<file path="src/design/iir4_pkg.sv">
`default_nettype none
// ----------------------------------------------------------------------------
// iir4_pkg
// Shared types and constants for the three-axis fourth-order IIR filter.
// ----------------------------------------------------------------------------
package iir4_pkg;

    localparam int LANES     = 3;
    localparam int COEF_W    = 18;
    localparam int TAPS      = 4;
    localparam int NUM_COEF  = 2 * TAPS + 1;
    localparam int NUM_PAIRS = 4;
    localparam int REG_W     = 2 * COEF_W;
    localparam int IDX_W     = 3;
    localparam int TAP_CW    = 4;

    localparam logic [IDX_W-1:0] REG_B0_B1 = 3'd0;
    localparam logic [IDX_W-1:0] REG_B2_B3 = 3'd1;
    localparam logic [IDX_W-1:0] REG_B4_A1 = 3'd2;
    localparam logic [IDX_W-1:0] REG_A2_A3 = 3'd3;
    localparam logic [IDX_W-1:0] REG_A4    = 3'd4;

    localparam logic [TAP_CW-1:0] TAP_X0   = 4'd0;
    localparam logic [TAP_CW-1:0] TAP_A1   = 4'd5;
    localparam logic [TAP_CW-1:0] TAP_LAST = 4'd8;

    typedef logic signed [COEF_W-1:0] coef_t;

    typedef struct packed {
        logic                load;
        logic                mac_en;
        logic [TAP_CW-1:0]   tap;
        logic                finish;
    } lane_ctl_t;

endpackage
`default_nettype wire

</file>
<file path="src/design/iir4_lane.sv">
`default_nettype none
// ----------------------------------------------------------------------------
// iir4_lane
// One axis: histories, one shared multiplier stepped over the nine taps,
// full-width accumulator, round to nearest and saturate.
// ----------------------------------------------------------------------------
module iir4_lane
    import iir4_pkg::*;
#(
    parameter int SAMPLE_WIDTH   = 24,
    parameter int COEF_FRAC_BITS = 14
) (
    input  wire logic                           clk,
    input  wire logic                           rst_n,
    input  wire lane_ctl_t                      ctl,
    input  wire coef_t                          coef [NUM_COEF],
    input  wire logic signed [SAMPLE_WIDTH-1:0] sample,
    output logic signed [SAMPLE_WIDTH-1:0]      result
);

    localparam int PROD_W = SAMPLE_WIDTH + COEF_W;
    localparam int ACC_W  = PROD_W + 4;
    localparam int HIST_IW = $clog2(TAPS);

    localparam logic signed [ACC_W-1:0] SAT_MAX =
        {{(ACC_W - SAMPLE_WIDTH + 1){1'b0}}, {(SAMPLE_WIDTH - 1){1'b1}}};
    localparam logic signed [ACC_W-1:0] SAT_MIN = ~SAT_MAX;
    localparam logic signed [ACC_W-1:0] RND_HALF =
        ACC_W'(1) << (COEF_FRAC_BITS - 1);

    logic signed [SAMPLE_WIDTH-1:0] x_cur_reg;
    logic signed [SAMPLE_WIDTH-1:0] xh_reg [TAPS];
    logic signed [SAMPLE_WIDTH-1:0] yh_reg [TAPS];
    logic signed [PROD_W-1:0]       prod_reg;
    logic signed [PROD_W-1:0]       prod_next;
    logic                           neg_reg;
    logic                           prod_vld_reg;
    logic signed [ACC_W-1:0]        acc_reg;
    logic signed [SAMPLE_WIDTH-1:0] y_reg;

    logic signed [SAMPLE_WIDTH-1:0] opnd;
    coef_t                          coef_sel;
    logic [TAP_CW-1:0]              tap_m1;
    logic [TAP_CW-1:0]              tap_m5;
    logic signed [ACC_W-1:0]        rnd;
    logic signed [ACC_W-1:0]        shifted;
    logic signed [SAMPLE_WIDTH-1:0] y_next;

    assign tap_m1 = ctl.tap - 4'd1;
    assign tap_m5 = ctl.tap - TAP_A1;

    always_comb
    begin
        priority if (ctl.tap >= TAP_A1)
        begin
            opnd = yh_reg[tap_m5[HIST_IW-1:0]];
        end
        else if (ctl.tap != TAP_X0)
        begin
            opnd = xh_reg[tap_m1[HIST_IW-1:0]];
        end
        else
        begin
            opnd = x_cur_reg;
        end
        coef_sel = (ctl.tap <= TAP_LAST) ? coef[ctl.tap] : '0;
    end

    assign prod_next = PROD_W'(coef_sel) * PROD_W'(opnd);

    assign rnd     = acc_reg + RND_HALF;
    assign shifted = rnd >>> COEF_FRAC_BITS;

    always_comb
    begin
        priority if (shifted > SAT_MAX)
        begin
            y_next = SAT_MAX[SAMPLE_WIDTH-1:0];
        end
        else if (shifted < SAT_MIN)
        begin
            y_next = SAT_MIN[SAMPLE_WIDTH-1:0];
        end
        else
        begin
            y_next = shifted[SAMPLE_WIDTH-1:0];
        end
    end

    always_ff @(posedge clk or negedge rst_n)
    begin
        if (!rst_n)
        begin
            prod_vld_reg <= 1'b0;
            for (int i = 0; i < TAPS; i++)
            begin
                xh_reg[i] <= '0;
                yh_reg[i] <= '0;
            end
        end
        else
        begin
            prod_vld_reg <= ctl.mac_en;
            if (ctl.finish)
            begin
                for (int i = TAPS - 1; i > 0; i--)
                begin
                    xh_reg[i] <= xh_reg[i-1];
                    yh_reg[i] <= yh_reg[i-1];
                end
                xh_reg[0] <= x_cur_reg;
                yh_reg[0] <= y_next;
            end
        end
    end

    always_ff @(posedge clk)
    begin
        if (ctl.load)
        begin
            x_cur_reg <= sample;
        end
        prod_reg <= prod_next;
        neg_reg  <= (ctl.tap >= TAP_A1);
        if (ctl.load)
        begin
            acc_reg <= '0;
        end
        else if (prod_vld_reg)
        begin
            acc_reg <= neg_reg ? acc_reg - ACC_W'(prod_reg) : acc_reg + ACC_W'(prod_reg);
        end
        if (ctl.finish)
        begin
            y_reg <= y_next;
        end
    end

    assign result = y_reg;

endmodule
`default_nettype wire

</file>
<file path="config.mk">
export PLATFORM = sky130hd
export DESIGN_NAME = iir4_lane
export DESIGN_NICKNAME = d
export VERILOG_FILES = /design/src/design/iir4_pkg.sv /design/src/design/iir4_lane.sv
export SDC_FILE = /design/constraint.sdc
export NUM_CORES = 2
export LEC_CHECK = 0
export ABC_AREA = 1
export BUFFER_PORTS_ARGS = -buffer_cell sky130_fd_sc_hd__buf_2
export CORE_ASPECT_RATIO = 0.5
export CORE_MARGIN = 2
export CORE_UTILIZATION = 29
export DETAILED_ROUTE_END_ITERATION = 16
export GPL_TIMING_DRIVEN = 0
export SLEW_MARGIN = 5
export SYNTH_ARGS = -nofsm -noshare
export SYNTH_HDL_FRONTEND = slang
export SYNTH_SLANG_ARGS = --single-unit
</file>
<file path="constraint.sdc">
create_clock -name clk -period 16.7 [get_ports clk]
set_clock_uncertainty 0.2 [all_clocks]
set_input_delay 2.505 -clock clk [delete_from_list [all_inputs] [get_ports clk]]
set_output_delay 2.505 -clock clk [all_outputs]
set_load 0.03 [all_outputs]
</file>
# Yosys cells after proc, flatten, opt, wreduce, memory -nomap -nowiden
# Index checks and enable logic that the tools add are counted.
[totals] register_bits=330 in_bits=195 out_inout_bits=24 wordCells=46
[op_classes] n_addsub=5 mul=1 order_cmp=7 mux=15 n_bitwise=3 reduce_logical=1
[ops] cell="$mux W24" count=8
[ops] cell="$bmux W24 S2" count=2
[ops] cell="$bmux W18 S4" count=1
[ops] cell="$mux W18" count=3
[ops] cell="$add A46 B15 Y46 const B" count=1
[ops] cell="$add A46 B42 Y46" count=1
[ops] cell="$mux W46" count=1
[ops] cell="$sub A46 B42 Y46" count=1
[ops] cell="$mul A18 B24 Y42" count=1
[ops] cell="$gt A32 B24 Y1 const B" count=1
[ops] cell="$lt A32 B24 Y1 const B" count=1
[ops] cell="$ge A3 B3 Y1 const B" count=2
[ops] cell="$not A2 Y3" count=2
[ops] cell="$ge A5 B5 Y1 const B" count=1
[ops] cell="$not A4 Y5" count=1
[ops] cell="$ge A4 B3 Y1 const B" count=1
[ops] cell="$le A4 B4 Y1 const B" count=1
[ops] cell="$reduce_bool A4 Y1" count=1
[ops] cell="$sub A2 B1 Y2 const B" count=2

# Longest topological paths before layout
[logic_depth] depth_word=8 mapped_depth=40 ltp_nobuf=35

# Least setup slack after synthesis
# No wires, ideal clock.
[synth_path] path_kind="input-to-reg" from="in ctl[1] (netlist name)" to="reg prod_reg[38]" setup_ns=0.120 arrival_time_ns=9.495 required_ns=16.380 slack_ns=6.885 path_stages=30 n_path_buf=4 cell_sequence="buf_2 -> inv_1 -> buf_2 -> buf_2 -> ha_1 -> inv_2 -> clkbuf_1 -> a211oi_1 -> o311ai_0 -> nand2_1 -> nor2_1 -> inv_1 -> fa_1 -> inv_1 -> fa_1 -> inv_1 -> fa_1 -> fa_1 -> fa_1 -> fa_1 -> inv_1 -> ha_1 -> a21oi_1 -> a21boi_0 -> inv_1 -> a21oi_1 -> o221a_2 -> o21ai_0 -> nand2_1 -> nand2_1"
[synth_via] elab_chain_len=8 elab_cells_between_ends=21 cone_classes="add/sub (2); mul (1); order compare (2); mux (12); bitwise (3); reduce/logical (1)"
[synth_lines] element="from (decl)" line_no="iir4_lane.sv:15" source="input wire lane_ctl_t ctl,"
[synth_lines] element="$sub A2 B1 Y2" line_no="iir4_lane.sv:49, iir4_lane.sv:50"
[synth_lines] element="$not A2 Y3 (implied by the code)" line_no="iir4_lane.sv:56, iir4_lane.sv:60"
[synth_lines] element="$bmux W24 S2" line_no="iir4_lane.sv:60" source="opnd = xh_reg[tap_m1[HIST_IW-1:0]];"
[synth_lines] element="$mux W24 (implied by the code) (2 in series)" line_no="iir4_lane.sv:60"
[synth_lines] element="$mux W24" line_no="iir4_lane.sv:58" source="else if (ctl.tap != TAP_X0)"
[synth_lines] element="$mux W24" line_no="iir4_lane.sv:54" source="priority if (ctl.tap >= TAP_A1)"
[synth_lines] element="$mul A18 B24 Y42 (*)" line_no="iir4_lane.sv:69" source="assign prod_next = PROD_W'(coef_sel) * PROD_W'(opnd);"
[synth_lines] element="net prod_next[38]" line_no="iir4_lane.sv:35" source="logic signed [PROD_W-1:0] prod_next;"
[synth_lines] element="to (signal assigned)" line_no="iir4_lane.sv:123" source="prod_reg <= prod_next;"
[synth_lines] element="to (decl)" line_no="iir4_lane.sv:34" source="logic signed [PROD_W-1:0] prod_reg;"
# The timed path passes the listed nets; every way through them passes the cells marked *. The select of a mux whose other input is x is not followed.
# A chain may end at the register's enable or synchronous reset.

# Final worst setup path
[layout_path] from="in ctl[2] (netlist name)" to="reg prod_reg[40]"
# Same word-level chain as after synthesis.

==> results by group <==
Worst setup path
  – CP required: 17,000 ps
  – CP max stage delay: 800 ps
  – Max FO, Critical Path: 11
  – CP most frequent cell: inv_1
  – Startpoint Class: primary input
  – Slowest library cell on the worst path: fa_1
  – Worst EP arrival: 12,540 ps
  – Setup crit end kind: flop
  – Reg2reg setup slack: 8260 ps
  – CP Class: in -> reg

STA
  – Final setup fails: 0
  – Slew Viols, Final: 0
  – Final worst-path cycle share: 0.7328
  – Headroom to the max-slew limit: 0.2291
  – Setup TNS Final: 0 ps
  – Final critical-path required period: 12,240 ps
  – Final Hold Fails: 0
  – Slew at the pin with the worst max-slew slack: 1156 ps
  – Setup WS post-layout: 4463 ps
  – Highest Clock Rate: 81.72 MHz
  – RSZ-0062 raised after global routing: false

Floorplan
  – Die Y-Extent: 251.5 µm
  – Num ports: 219
  – Die ar.: 0.1255 mm²
  – Core area: 0.1211 mm²
  – Die W: 499.0 µm
  – # rows: 90
  – Initial core utilization: 0.2934

CTS
  – Root buf cell: clkbuf_16
  – Clock latency on the worst-skew pair: 610 ps
  – CTS tree: yes
  – Clk sink count: 330
  – Cts hold-fix bufs: 0
  – Post-CTS Setup Inserts: 0
  – Clock Tree Buf Depth: 3
  – H-tree depth: 2
  – Clock Pin Slew Worst Setup and Hold Paths: 60 ps
  – Num CTS Buffers: 41
  – Post-CTS Resized: 0

Synthesis
  – Seq/Total Area, Yosys: 0.2267
  – Warnings, synthesis: 0
  – Asr flop ratio synth: 0.5848
  – Count of cell types in the netlist: 55
  – Yosys reg bits: 330
  – Post-Synthesis Cells: 4,748
  – Mapped Area: 0.03552 mm²
  – Net Count, Synth: 5,523
  – Mean area per synthesized cell: 7.481 µm²
  – Dominant synthesized flop cell: dfrtp_1
  – EDFF count, synth: 48

Route
  – Antenna viol nets, final: 0
  – Wire length per cell: 20.37 µm
  – Total Wirelength: 135,600 µm
  – DR vias/cell: 4.951
  – Routed vias: 32.95k
  – Initial drt markers: 3,291
  – Drc violations: 0
  – First drt pass iteration count: 6

Final layout
  – Final instance area: 0.04006 mm²
  – Layout Nets: 5,784
  – Final non-filler cell total: 6,655
  – Commonest non-fill, non-tap cell in the layout: nand2_1
  – Commonest non-fill, non-tap cells in the layout: 1,050 x nand2_1, 909 x inv_1, 555 x nor2_1
  – Share of layout cells above drive strength 1: 0.08727
  – Synth-to-layout area growth: 12.78%

Placement
  – Placed Cells: 6,576
  – GP Congestion: 1.024
  – DP Worst Slack: 4284 ps
  – Port Buffers: 217
  – Post-DP HPWL: 110,500 µm
  – Placed Area: 0.03866 mm²

Global routing
  – Largest net degree at the start of global routing: 100
  – Initial antenna violation count: 4
  – Number of global-route vias before repair: 32.65k
  – Total GRT Usage: 0.2153
  – GRT overflow: 0
  – First-pass GRT wire length: 203,300 µm

Min path
  – HP Class: reg -> reg

Outcome
  – Status: finished clean

Run
  – Max cap viols: 0
==> routing by layer <==
metal  track usage  vias up  routed length (µm)
met3       0.03731      255               12350
li1              -    15150                   -
met2        0.3260     1539               57380
met1        0.2975    16000               58740
met4        0.1046        0                7097
met5             0        -                   0
==> logic make-up (layout without fill, tap and decap cells) <==
kind of cell,count (synthesis),count (layout),synth area share
simple gates,1824,1824,0.2047
buf+inv,1112,1406,0.1215
compound gates,778,778,0.1222
fa+ha+maj,580,580,0.2943
flops,330,330,0.2267
xor+xnor,124,124,0.03057
other cells,0,3,0
==> cells in the mapped netlist, drive strengths merged, types with 4 or more instances <==
| library cell | count | share of area |
|---|---|---|
| nand2 | 1089 | 0.12 |
| fa | 426 | 0.24 |
| o221ai | 25 | 0.0062 |
| xnor2 | 32 | 0.0079 |
| clkinv | 4 | 0.00042 |
| a21o | 7 | 0.0015 |
| xor2 | 92 | 0.023 |
| dfrtp | 193 | 0.14 |
| a21boi | 9 | 0.0019 |
| o21bai | 14 | 0.0030 |
| a211oi | 25 | 0.0053 |
| o21ai | 411 | 0.058 |
| inv | 932 | 0.099 |
| nand3 | 104 | 0.015 |
| o311ai | 23 | 0.0057 |
| nor4 | 7 | 0.0012 |
| clkbuf | 103 | 0.011 |
| ha | 154 | 0.054 |
| o2111ai | 10 | 0.0025 |
| dfxtp | 89 | 0.050 |
| edfxtp | 48 | 0.041 |
| a21oi | 217 | 0.031 |
| nand4 | 22 | 0.0039 |
| o21a | 14 | 0.0030 |
| buf | 73 | 0.012 |
| nor2 | 568 | 0.061 |
| nor3 | 25 | 0.0035 |
| a31oi | 12 | 0.0021 |
==> path summary, 6_finish.rpt <==
check                           start      endpoint  cells after the start
min                        yh_reg[67]    yh_reg[43]                      2
min reg2reg                yh_reg[67]    yh_reg[43]                      2
max                            ctl[2]  prod_reg[40]                     27
min in group asynchronous       rst_n    xh_reg[70]                      1
max in group asynchronous       rst_n    yh_reg[69]                      2
max reg2reg                xh_reg[23]  prod_reg[40]                     24
==> worst max-delay path, delay by kind of cell <==
kind | cells | cell delay [ps]
xor+xnor | 1 | 130
simple gates | 4 | 1400
buf+inv | 10 | 2790
fa+ha+maj | 8 | 4430
compound gates | 4 | 1240
==> per-stage QoR <==
step           hold slack (ps)  utilization
3_3_place_gp             259.6       0.3190
6_report                 248.6       0.3309
3_5_place_dp             267.0       0.3194
4_1_cts                  256.5       0.3309
5_1_grt                  289.0       0.3309
2_1_floorplan            247.8            -
==> layout make-up <==
| cell class | count | area (µm²) |
|---|---|---|
| Tap cell | 1610 | 2014 |
| Inverter | 936 | 3516 |
| Sequential cell | 330 | 8053 |
| Timing Repair Buffer | 218 | 1124 |
| Antenna cell | 3 | 7.507 |
| Fill cell | 13120 | 80990 |
| Buffer | 176 | 799.5 |
| Clock buffer | 58 | 1224 |
| Multi-Input combinational cell | 3306 | 23150 |
| Clock inverter | 18 | 170.2 |
Power is left out: the tool's default activity adds up to more than one toggle a clock period on the data nets, which glitch-free logic cannot reach.
