===== config.mk =====
export PLATFORM = sky130hd
export DESIGN_NAME = iir4_merge_flat
export DESIGN_NICKNAME = d
export VERILOG_FILES = /design/src/design/iir4_pkg.sv /design/src/design/iir4_out_if.sv /design/src/design/iir4_merge.sv /design/src/flat_wrapper.sv
export SDC_FILE = /design/constraint.sdc
export NUM_CORES = 1
export LEC_CHECK = 0
export ABC_AREA = 1
export BUFFER_PORTS_ARGS = -buffer_cell sky130_fd_sc_hd__buf_2
export CORE_MARGIN = 3
export CORE_UTILIZATION = 35
export DETAILED_ROUTE_END_ITERATION = 7
export PLACE_DENSITY = 0.69
export SYNTH_ARGS = -nofsm -noshare
export SYNTH_HDL_FRONTEND = slang
export SYNTH_SLANG_ARGS = --single-unit

===== constraint.sdc =====
create_clock -name clk -period 0.8 [get_ports clk]
set_clock_uncertainty 0.05 [all_clocks]
set_input_delay 0.04 -clock clk [delete_from_list [all_inputs] [get_ports clk]]
set_output_delay 0.04 -clock clk [all_outputs]
set_load 0.05 [all_outputs]

===== src/design/iir4_pkg.sv =====
`default_nettype none
// ----------------------------------------------------------------------------
// iir4_pkg
// Shared types and constants for the three-axis fourth-order IIR filter.
// ----------------------------------------------------------------------------
package iir4_pkg;

    localparam int LANES     = 3;
    localparam int COEF_W    = 18;
    localparam int TAPS      = 4;
    localparam int NUM_COEF  = 2 * TAPS + 1;
    localparam int NUM_PAIRS = 4;
    localparam int REG_W     = 2 * COEF_W;
    localparam int IDX_W     = 3;
    localparam int TAP_CW    = 4;

    localparam logic [IDX_W-1:0] REG_B0_B1 = 3'd0;
    localparam logic [IDX_W-1:0] REG_B2_B3 = 3'd1;
    localparam logic [IDX_W-1:0] REG_B4_A1 = 3'd2;
    localparam logic [IDX_W-1:0] REG_A2_A3 = 3'd3;
    localparam logic [IDX_W-1:0] REG_A4    = 3'd4;

    localparam logic [TAP_CW-1:0] TAP_X0   = 4'd0;
    localparam logic [TAP_CW-1:0] TAP_A1   = 4'd5;
    localparam logic [TAP_CW-1:0] TAP_LAST = 4'd8;

    typedef logic signed [COEF_W-1:0] coef_t;

    typedef struct packed {
        logic                load;
        logic                mac_en;
        logic [TAP_CW-1:0]   tap;
        logic                finish;
    } lane_ctl_t;

endpackage
`default_nettype wire


===== src/design/iir4_out_if.sv =====
`default_nettype none
// ----------------------------------------------------------------------------
// iir4_out_if
// Result channel: one filtered value per axis, valid/ready transfer.
// ----------------------------------------------------------------------------
interface iir4_out_if #(
    parameter int SAMPLE_WIDTH = 24
);
    logic                           valid;
    logic                           ready;
    logic signed [SAMPLE_WIDTH-1:0] filtered_x;
    logic signed [SAMPLE_WIDTH-1:0] filtered_y;
    logic signed [SAMPLE_WIDTH-1:0] filtered_z;

    modport source (output valid, output filtered_x, output filtered_y,
                    output filtered_z, input ready);
    modport sink   (input valid, input filtered_x, input filtered_y,
                    input filtered_z, output ready);
endinterface
`default_nettype wire


===== src/design/iir4_merge.sv =====
`default_nettype none
// ----------------------------------------------------------------------------
// iir4_merge
// Output register: gathers the lane results into one result item and holds
// it until the sink takes the transfer.
// ----------------------------------------------------------------------------
module iir4_merge
    import iir4_pkg::*;
#(
    parameter int SAMPLE_WIDTH = 24
) (
    input  wire logic                           clk,
    input  wire logic                           rst_n,
    input  wire logic                           load,
    input  wire logic signed [SAMPLE_WIDTH-1:0] lane_y [LANES],
    output logic                                free,
    iir4_out_if.source                          out_ch
);

    logic                           valid_reg;
    logic signed [SAMPLE_WIDTH-1:0] data_reg [LANES];

    assign free = !valid_reg || out_ch.ready;

    always_ff @(posedge clk or negedge rst_n)
    begin
        if (!rst_n)
        begin
            valid_reg <= 1'b0;
        end
        else if (load)
        begin
            valid_reg <= 1'b1;
        end
        else if (out_ch.ready)
        begin
            valid_reg <= 1'b0;
        end
    end

    always_ff @(posedge clk)
    begin
        if (load)
        begin
            for (int i = 0; i < LANES; i++)
            begin
                data_reg[i] <= lane_y[i];
            end
        end
    end

    assign out_ch.valid      = valid_reg;
    assign out_ch.filtered_x = data_reg[0];
    assign out_ch.filtered_y = data_reg[1];
    assign out_ch.filtered_z = data_reg[2];

endmodule
`default_nettype wire


===== src/flat_wrapper.sv =====
// flat-port wrapper written by rule: the top's interface ports become plain ports
module iir4_merge_flat import iir4_pkg::*;
#(
    parameter int SAMPLE_WIDTH = 24
)
  (clk, rst_n, load, lane_y, free, out_ch_valid, out_ch_filtered_x, out_ch_filtered_y, out_ch_filtered_z, out_ch_ready);
  iir4_out_if #(.SAMPLE_WIDTH(SAMPLE_WIDTH)) out_ch_i ();
  input  wire logic clk;
  input  wire logic rst_n;
  input  wire logic load;
  input  wire logic signed [SAMPLE_WIDTH-1:0] lane_y[LANES];
  output logic free;
  output wire logic [$bits(out_ch_i.valid)-1:0] out_ch_valid;
  output wire logic [$bits(out_ch_i.filtered_x)-1:0] out_ch_filtered_x;
  output wire logic [$bits(out_ch_i.filtered_y)-1:0] out_ch_filtered_y;
  output wire logic [$bits(out_ch_i.filtered_z)-1:0] out_ch_filtered_z;
  input wire logic [$bits(out_ch_i.ready)-1:0] out_ch_ready;
  assign out_ch_valid = out_ch_i.valid;
  assign out_ch_filtered_x = out_ch_i.filtered_x;
  assign out_ch_filtered_y = out_ch_i.filtered_y;
  assign out_ch_filtered_z = out_ch_i.filtered_z;
  assign out_ch_i.ready = out_ch_ready;
  iir4_merge #(.SAMPLE_WIDTH(SAMPLE_WIDTH)) u_core (.clk(clk), .rst_n(rst_n), .load(load), .lane_y(lane_y), .free(free), .out_ch(out_ch_i));
endmodule

# [After elaboration in Yosys (flattened, before gate mapping)]
# Memory sizes are Yosys's and may differ from the RTL's.
# Index checks and enable logic that the tools add are counted.
[op_classes] mux=4 n_reduce_logical=3
[op_table] operator="2-to-1 mux 1 bit" count=4
[op_table] operator="nonzero test 2 bit" count=1
[op_table] operator="zero test 1 bit" count=1
[op_table] operator="logical OR 1 bit" count=1
[totals] reg_bits=1 ramBits=72 input_bits=76 output_inout_bits=74 elab_cells=9 memories=1
[memory_table] name="u_core.data_reg" words=3 word_bits=24 read_ports=3 rd_ports_with_merged_regs=0 wr=3 line="iir4_merge.sv:21" rtl="logic signed [SAMPLE_WIDTH-1:0] data_reg [LANES];"

# [Logic depth before layout (Yosys ltp)]
# Gate-level depths: netlist (run 1).
[logic_depth] word_depth=2 depth_mapped=3

# [Worst setup path after synthesis (run 1)]
# Ideal clock, no wire load.
[synth_path] path_type="reg-to-reg" start="register, netlist name u_core.out_ch.valid" end="register u_core.valid_reg, in the netlist u_core.out_ch.valid" setup_ps=71 arrival_ps=1020 slack_ps=-341 path_stages_with_launch=3 synth_period_minus_slack_ps=1141 cell_sequence="dfrtp_1 -> nand2_2 -> nand2_2"
[synth_rtl] element="end signal, assigned" line="iir4_merge.sv:29" rtl="valid_reg <= 1'b0;"
[synth_rtl] element="end signal, assigned" line="iir4_merge.sv:33" rtl="valid_reg <= 1'b1;"
[synth_rtl] element="end signal, assigned" line="iir4_merge.sv:37" rtl="valid_reg <= 1'b0;"
[synth_rtl] element="end, declared" line="iir4_merge.sv:20" rtl="logic valid_reg;"

# [Final worst setup path (run 1)]
[layout_path] start="register u_core.valid_reg, in the netlist u_core.out_ch.valid" end="output port free"
[layout_via] elab_chain_len=2
[layout_rtl] element="zero test 1 bit" line="iir4_merge.sv:23" rtl="assign free = !valid_reg || out_ch.ready;"
[layout_rtl] element="logical OR 1 bit" line="iir4_merge.sv:23"
[layout_rtl] element="end, declared" line="flat_wrapper.sv:12" rtl="output logic free;"
# No other way between the ends.

==> run_results.csv, run 1 <==
group,metric,value,unit
clock_network,cts_tree,"yes",
die,die-area,0.00729,mm2
flow_run,maxCapViolCount,0,
die,initial_core_util,36.6,%
setup_path,cp.arrival,1000,ps
sta,max_slew_margin,85.7,%
power,p_int,7.54,mW
hold_path,hold_class,"input pin to register",
sta,worst_slack,-285,ps
setup_path,slowest_stage,"dfrtp_2",
setup_path,startpoint_type,"register",
clock_network,cts.sinks,73,
synth,ys_warn_count,0,
setup_path,crit_fanout,2,
placement,gp_congestion,0.717,
route,drc,0,
synth,synth_seq_cells,73,
global_route,antenna_found_initial,0,
power,p_clk_share,32.9,%
synth,seq_area_frac_synth,99.1,%
route,wl_per_cell,17.2,um
layout,largest_reg_flops,72,
route,vias,1712,
layout,nets,390,
synth,syn_inst,77,
setup_path,required,710,ps
synth,synth_nets,153,
power,powerDensity,2300,mW/mm2
placement,portBuffers,149,
layout,final_common_cell,"buf_2",
layout,final_cell_mix,"75 x buf_2, 74 x dlygate4sd3_1, 72 x buf_6, 72 x edfxtp_1, 9 x clkbuf_8",
clock_network,root_buffer,"clkbuf_8",
layout,fillers,336,
route,wirelength,6780,um
die,die_w,85.4,um
route,drtIter0Drc,35,
setup_path,slowest_delay,450,ps
sta,fin_crit_sh,136,%
global_route,track_usage,20.2,%
route,vias_per_cell,4.35,
route,ant_nets,0,
power,power.leakage,1.92,nW
route,drt-pass1-iter-count,5,
synth,syn_area,0.00221,mm2
synth,synth.distinct_cells,4,
clock_network,h-tree-depth,3,
sta,finalSetupTns,-14160,ps
power,ir_drop,0.00164,V
setup_path,path_buf_inv,1,
sta,finalSetupViolCount,75,
sta,timing.final.max_slew_violations,0,
clock_network,insertion_delay,340,ps
clock_network,cts_buffers,9,
clock_network,clock_path_buffers,2,
die,io_pins,150,
layout,n_antenna_cell,0,
power,combPwrFrac,22.2,%
setup_path,cp_cell_sequence,"nand2_8, buf_8",
global_route,grt_pass1_vias,2014,
sta,max_freq,0.921,GHz
sta,period_needed,1090,ps
setup_path,path_class,"register to primary output",
synth,syn-mean-instance-area,28.7,um2
die,core.rowCount,28,
die,die_h,85.4,um
setup_path,crit_path_end_kind,"primary output",
power,power_frac_seq,44.9,%
layout,drive_gt1_share,53.3,%
run_status,status,"finished, violations left",
global_route,grt_overflow,0,
sta,rsz0062_at_grt,"true",
placement,place_area,0.00311,mm2
clock_network,clk_pin_slew_worst_paths,80,ps
power,switchingPower,2.91,mW
power,swShare,27.8,%
placement,dp_slack,-26.5,ps
run_status,violations,"setup timing",
global_route,grt_pass1_wl,10600,um
die,design.core.area,0.00603,mm2
sta,hold_viol,0,
global_route,grt_max_degree,39,
sta,holdWs,62.1,ps
setup_path,crit_family,"flip-flops",
layout,finalInstanceArea,0.00455,mm2
layout,area_growth,106,%
sta,tightest_slew,214,ps
-- power by group through the flow --
| stage | Clock (mW) | Combinational, mW | Sequential (mW) |
|---|---|---|---|
| final | 3.44 | 2.32 | 4.70 |
| after floorplan | 0 | 0.0272 | 5.77 |
| after global placement | 0 | 1.64 | 4.68 |
| after CTS | 3.43 | 2.29 | 4.69 |
| after global routing | 3.66 | 2.40 | 4.73 |
| after detailed placement | 0 | 1.66 | 4.69 |
-- repair_timing --
action,in CTS,in global routing
buffers inserted,0,0
resized for setup,148,0
hold buffers,74,0
endpoints found under the hold margin,73,0
setup endpoints to repair,74,75
-- final cells by class --
class | instances | area, um2 | area share, %
Sequential cell | 73 | 2190 | 48.1
Timing Repair Buffer | 226 | 2000 | 43.9
Clock buffer | 10 | 128 | 2.81
Clock inverter | 6 | 108 | 2.37
Tap cell | 75 | 93.8 | 2.06
Multi-Input combinational cell | 2 | 26.3 | 0.578
Inverter | 2 | 7.51 | 0.165
-- tightest hold or removal path, delay by kind of cell --
| kind | cells | cell delay (ps) |
|---|---|---|
| buffers and inverters | 3 | 250 |
| AND/OR/NAND/NOR | 2 | 130 |
-- final timing paths --
check,start,to,slack [ps],depth (start not counted)
worst min-delay path,out_ch_ready,u_core.out_ch.valid$_DFFE_PN0P_,60,5
max in group asynchronous,rst_n,u_core.out_ch.valid$_DFFE_PN0P_,80,3
worst max-delay path,u_core.out_ch.valid$_DFFE_PN0P_,free,-290,2
min in group asynchronous,rst_n,u_core.out_ch.valid$_DFFE_PN0P_,500,3
worst min register to register,u_core.out_ch.valid$_DFFE_PN0P_,u_core.out_ch.valid$_DFFE_PN0P_,630,3
worst max register to register,u_core.out_ch.valid$_DFFE_PN0P_,u_core.out_ch.valid$_DFFE_PN0P_,-10,3
-- cells by family (layout without fill, tap and decap cells) --
logic type	Yosys count	count (layout)	share of synthesized area [%]
buffers and inverters	2	244	0.340
flip-flops	73	73	99.1
AND/OR/NAND/NOR	2	2	0.567
-- Yosys cell counts --
cell | count | area share [%]
edfxtp_1 | 72 | 98
dfrtp_1 | 1 | 1.1
nand2_2 | 2 | 0.57
inv_1 | 2 | 0.34
-- metrics by stage --
stage	cells	util (%)	power, mW
6_report	394	75.5	10.5
5_1_grt	394	75.5	10.8
4_1_cts	394	75.5	10.4
3_5_place_dp	304	51.6	6.35
3_3_place_gp	304	51.6	6.32
2_1_floorplan	77	-	5.79
-- layer usage --
layer	vias to the layer above	global-route usage (%)	share of wire, %
met5	-	0	0
li1	780	-	-
met2	103	35.9	56
met3	16	7.57	8.9
met1	813	20.3	32
met4	0	10.5	3.0
Note: power is estimated with default switching activity, not from simulation.
==> run 2, diff against run 1 <==
--- a/config.mk
+++ b/config.mk
@@ -10,7 +10,7 @@
 export CORE_MARGIN = 3
 export CORE_UTILIZATION = 35
 export DETAILED_ROUTE_END_ITERATION = 7
-export PLACE_DENSITY = 0.69
+export PLACE_DENSITY = 0.72
 export SYNTH_ARGS = -nofsm -noshare
 export SYNTH_HDL_FRONTEND = slang
 export SYNTH_SLANG_ARGS = --single-unit
==> constraint.sdc (replaced) <==
create_clock -name clk -period 0.95 [get_ports clk]
set_clock_uncertainty 0.05 [all_clocks]
set_input_delay 0.0475 -clock clk [delete_from_list [all_inputs] [get_ports clk]]
set_output_delay 0.0475 -clock clk [all_outputs]
set_load 0.05 [all_outputs]
==> run_results.csv, run 2 (synthesis results as in run 1) <==
group,metric,value,unit
run_status,status,"finished, violations left",
run_status,violations,"setup timing",
clock_network,clock_path_buffers,2,
layout,final_common_cell,"buf_2",
clock_network,cts.sinks,73,
clock_network,insertion_delay,340,ps
die,die-area,0.00729,mm2
layout,final_cell_mix,"75 x buf_2, 74 x dlygate4sd3_1, 72 x buf_6, 72 x edfxtp_1, 9 x clkbuf_8",
sta,hold_viol,0,
route,drc,0,
clock_network,root_buffer,"clkbuf_8",
power,combPwrFrac,24.6,%
sta,fin_crit_sh,115,%
power,ir_drop,0.00120,V
hold_path,hold_class,"input pin to register",
sta,rsz0062_at_grt,"true",
global_route,grt_pass1_wl,10300,um
die,die_h,85.4,um
setup_path,crit_path_end_kind,"primary output",
power,power_frac_seq,50.0,%
route,vias_per_cell,4.25,
global_route,grt_pass1_vias,1966,
placement,dp_slack,127,ps
setup_path,startpoint_type,"register",
hold_path,holdPathStages,5,
power,swShare,30.1,%
layout,fillers,360,
layout,largest_reg_flops,72,
clock_network,cts_tree,"yes",
layout,multiInputGateArea,17.5,um2
global_route,antenna_found_initial,0,
clock_network,clk_pin_slew_worst_paths,70,ps
placement,gp_congestion,0.741,
power,power.leakage,1.90,nW
route,drtIter0Drc,74,
setup_path,path_class,"register to primary output",
sta,holdWs,35.6,ps
sta,tightest_slew,226,ps
power,switchingPower,2.39,mW
layout,nets,390,
setup_path,required,850,ps
route,vias,1673,
layout,area_growth,102,%
layout,drive_gt1_share,53.3,%
global_route,grt_max_degree,45,
layout,n_antenna_cell,0,
route,wl_per_cell,16.8,um
die,die_w,85.4,um
route,wirelength,6620,um
setup_path,crit_fanout,2,
power,p_int,5.53,mW
route,ant_nets,0,
setup_path,cp.arrival,990,ps
placement,dp_hpwl,3640,um
sta,timing.final.max_slew_violations,0,
flow_run,maxCapViolCount,0,
setup_path,r2r_slack,140,ps
setup_path,r2r_cells,3,
route,drt-pass1-iter-count,4,
global_route,track_usage,19.7,%
sta,finalSetupViolCount,74,
power,p_clk_share,25.4,%
die,core.rowCount,28,
die,io_pins,150,
placement,portBuffers,149,
die,initial_core_util,36.6,%
sta,max_slew_margin,84.9,%
clock_network,h-tree-depth,3,
sta,period_needed,1090,ps
global_route,grt_overflow,0,
sta,max_freq,0.917,GHz
clock_network,cts_buffers,9,
layout,seqCellArea,0.00219,mm2
die,design.core.area,0.00603,mm2
sta,worst_slack,-141,ps
power,powerDensity,1770,mW/mm2
==> run 2: power groups by stage <==
| stage | clock (mW) | combinational (mW) | sequential, mW |
|---|---|---|---|
| floorplan | 0 | 0.0191 | 4.85 |
| global placement | 0 | 1.38 | 3.94 |
| detailed placement | 0 | 1.39 | 3.95 |
| CTS | 2.07 | 1.93 | 3.95 |
| global route | 2.21 | 2.02 | 3.98 |
| finish | 2.01 | 1.95 | 3.96 |
==> run 2: cell type report <==
class | count | area share [%]
Sequential cell | 73 | 49.0
Timing Repair Buffer | 226 | 44.7
Clock inverter | 7 | 0.841
Multi-Input combinational cell | 2 | 0.392
Inverter | 2 | 0.168
Clock buffer | 9 | 2.77
Tap cell | 75 | 2.10
==> run 2: critical path: stages, from the launching register on <==
cell	delay (ps)
dfrtp_2	430
nand2_4	80
buf_8	140
==> run 2: path summary, 6_finish.rpt <==
kind / from / end
min in group asynchronous: rst_n / u_core.out_ch.valid$_DFFE_PN0P_
max reg2reg: u_core.out_ch.valid$_DFFE_PN0P_ / u_core.out_ch.valid$_DFFE_PN0P_
max in group asynchronous: rst_n / u_core.out_ch.valid$_DFFE_PN0P_
min: out_ch_ready / u_core.out_ch.valid$_DFFE_PN0P_
max: u_core.out_ch.valid$_DFFE_PN0P_ / free
min reg2reg: u_core.out_ch.valid$_DFFE_PN0P_ / u_core.out_ch.valid$_DFFE_PN0P_
==> run 2: repair_timing <==
action	in CTS	in global routing
resized for setup	148	0
hold endpoints to repair	74	0
setup buffers	1	0
hold buffers	74	0
endpoints found under the setup margin	74	74
pin swaps	1	0
==> run 2: metal layers <==
layer | GRT usage, % | part of all wire (%)
met1 | 20.2 | 32
met5 | 0 | 0
met4 | 9.93 | 3.0
met3 | 11.1 | 13
met2 | 32.3 | 52
==> run 2: per-stage QoR <==
step                util [%]  power [mW]  area [um2]  setup TNS (ps)  std cells
finish                  74.1        7.92        4470           -3470        394
floorplan                  -        4.87        2210               0         77
detailed placement      51.3        5.34        3090               0        303
global placement        51.3        5.32        3090               0        303
global route            74.1        8.21        4470           -6840        394
CTS                     74.1        7.94        4470           -4210        394
==> run 3, diff against run 2 <==
--- a/config.mk
+++ b/config.mk
@@ -5,10 +5,10 @@
 export SDC_FILE = /design/constraint.sdc
 export NUM_CORES = 1
 export LEC_CHECK = 0
-export ABC_AREA = 1
 export BUFFER_PORTS_ARGS = -buffer_cell sky130_fd_sc_hd__buf_2
 export CORE_MARGIN = 3
 export CORE_UTILIZATION = 35
+export CTS_CLUSTER_SIZE = 12
 export DETAILED_ROUTE_END_ITERATION = 7
 export PLACE_DENSITY = 0.72
 export SYNTH_ARGS = -nofsm -noshare
==> run_results.csv, run 3 <==
group,metric,value,unit
run_status,status,"finished, violations left",
run_status,violations,"setup timing",
sta,rsz0062_at_grt,"true",
global_route,grt_pass1_vias,2044,
synth,synthArstFlopShare,1.37,%
power,power.leakage,1.91,nW
synth,synth_top_area_share,97.8,%
route,drt-pass1-iter-count,4,
die,die_h,85.5,um
clock_network,cts_tree,"yes",
clock_network,h-tree-depth,3,
layout,largest_reg_flops,72,
clock_network,clk_pin_slew_worst_paths,80,ps
sta,max_slew_margin,85.8,%
setup_path,cp.arrival,1010,ps
setup_path,required,850,ps
sta,worst_slack,-162,ps
route,vias_per_cell,4.44,
synth,syn_inst,75,
power,powerDensity,1860,mW/mm2
placement,gp_congestion,0.691,
synth,synth_nets,151,
power,ir_drop,0.00162,V
hold_path,hold_class,"input pin to register",
synth,synth-edff-count,72,
clock_network,insertion_delay,340,ps
die,die-area,0.00730,mm2
setup_path,crit_path_end_kind,"primary output",
global_route,track_usage,22.3,%
route,vias,1751,
clock_network,cts.sinks,73,
clock_network,cts_buffers,9,
synth,synth_common_cells,"72 x edfxtp_1, 1 x dfrtp_1, 1 x nand2b_2, 1 x nand2b_4",
clock_network,root_buffer,"clkbuf_8",
placement,dp_hpwl,3680,um
placement,place_inst,301,
die,core.rowCount,28,
layout,multiInputGateArea,22.5,um2
synth,synth_seq_cells,73,
sta,hold_viol,0,
layout,seqCellArea,0.00219,mm2
route,wl_per_cell,19.1,um
setup_path,startpoint_type,"register",
setup_path,path_class,"register to primary output",
synth,syn-mean-instance-area,29.5,um2
die,io_pins,150,
layout,drive_gt1_share,53.9,%
sta,period_needed,1110,ps
sta,max_freq,0.899,GHz
placement,portBuffers,149,
placement,dp_slack,125,ps
setup_path,r2r_slack,10,ps
route,ant_nets,0,
synth,synth.area.top_cells,"edfxtp_1 98%, dfrtp_1 1.1%, nand2b_4 0.62%, nand2b_2 0.40%",
synth,seq_area_frac_synth,99.0,%
sta,fin_crit_sh,117,%
die,initial_core_util,36.7,%
synth,synth_ff_type,"edfxtp_1",
flow_run,maxCapViolCount,0,
global_route,grt_overflow,0,
synth,yosysTopAreaCell,"edfxtp_1",
route,drc,0,
layout,fillers,315,
clock_network,clock_path_buffers,2,
synth,post-synth-top-count-cell,"edfxtp_1",
global_route,grt_pass1_wl,11500,um
layout,final_cell_mix,"75 x dlygate4sd3_1, 75 x buf_2, 73 x buf_6",
layout,n_antenna_cell,0,
layout,area_growth,105,%
route,wirelength,7530,um
global_route,grt_max_degree,38,
layout,nets,390,
sta,tightest_slew,213,ps
synth,synth.distinct_cells,4,
global_route,antenna_found_initial,0,
die,die_w,85.5,um
power,power,8.39,mW
synth,syn_area,0.00221,mm2
layout,final_cells,394,
sta,finalSetupViolCount,74,
route,drtIter0Drc,85,
sta,timing.final.max_slew_violations,0,
setup_path,crit_fanout,2,
synth,ys_warn_count,0,
die,design.core.area,0.00603,mm2
==> run 3: cell count changes after synthesis, sizes merged <==
cell,before,now
inv,2,0
nand2,2,0
nand2b,0,2
==> run 3: critical path, stage by stage, from the launching register on <==
cell,delay (ps)
dfrtp_2,440
nand2b_4,90
buf_8,140
==> run 3: power by group <==
| group | leakage [nW] | internal [mW] | switching [mW] |
|---|---|---|---|
| Sequential | 0.715 | 3.83 | 0.138 |
| Combinational | 1.10 | 0.798 | 1.18 |
| Clock | 0.0962 | 1.23 | 1.22 |
| Total | 1.91 | 5.85 | 2.54 |
==> run 3: cell families after synthesis <==
family           count (synthesis)  synth area share (%)
flip-flops                      73                  99.0
AND/OR/NAND/NOR                  2                  1.02
==> run 3: layout make-up <==
class,instances,share of cell area (%)
flip-flops and latches,73,48.4
well taps,75,2.07
clock buffers,9,2.74
repair buffers,228,44.6
clock inverters,7,1.69
multi-input cells,2,0.498
==> run 3: worst paths after layout <==
path | startpoint | endpoint | depth (start not counted)
min in group asynchronous | rst_n | u_core.out_ch.valid$_DFFE_PN0P_ | 3
setup / recovery | u_core.out_ch.valid$_DFFE_PN0P_ | free | 2
hold / removal | out_ch_ready | u_core.out_ch.valid$_DFFE_PN0P_ | 5
max in group asynchronous | rst_n | u_core.out_ch.valid$_DFFE_PN0P_ | 3
setup reg to reg | u_core.out_ch.valid$_DFFE_PN0P_ | u_core.out_ch.valid$_DFFE_PN0P_ | 4
hold reg to reg | u_core.out_ch.valid$_DFFE_PN0P_ | u_core.out_ch.valid$_DFFE_PN0P_ | 4
==> run 3: what timing repair did <==
| action | in CTS | in global routing |
|---|---|---|
| buffers inserted | 1 | 1 |
| hold endpoints to repair | 74 | 0 |
| resized for setup | 148 | 1 |
| endpoints found under the setup margin | 74 | 74 |
| hold buffers | 75 | 0 |
| cloned | 0 | 0 |
==> run 3: routing by layer <==
| metal | part of all wire (%) | wire length [um] | track usage [%] |
|---|---|---|---|
| met5 | 0 | 0 | 0 |
| met4 | 1.9 | 141 | 8.63 |
| met3 | 9.6 | 725 | 9.13 |
| met2 | 54 | 4040 | 37.6 |
| met1 | 35 | 2630 | 25.3 |
==> run 3: per-stage QoR <==
stage               hold WS, ps  setup TNS [ps]  util (%)  cell area, um2
global placement           -227               0      51.3            3090
finish                      136           -4370      75.1            4520
CTS                        2.05           -5390      74.9            4510
floorplan                  -298               0         -            2210
detailed placement         -227               0      51.3            3090
global route                130           -7140      75.1            4520
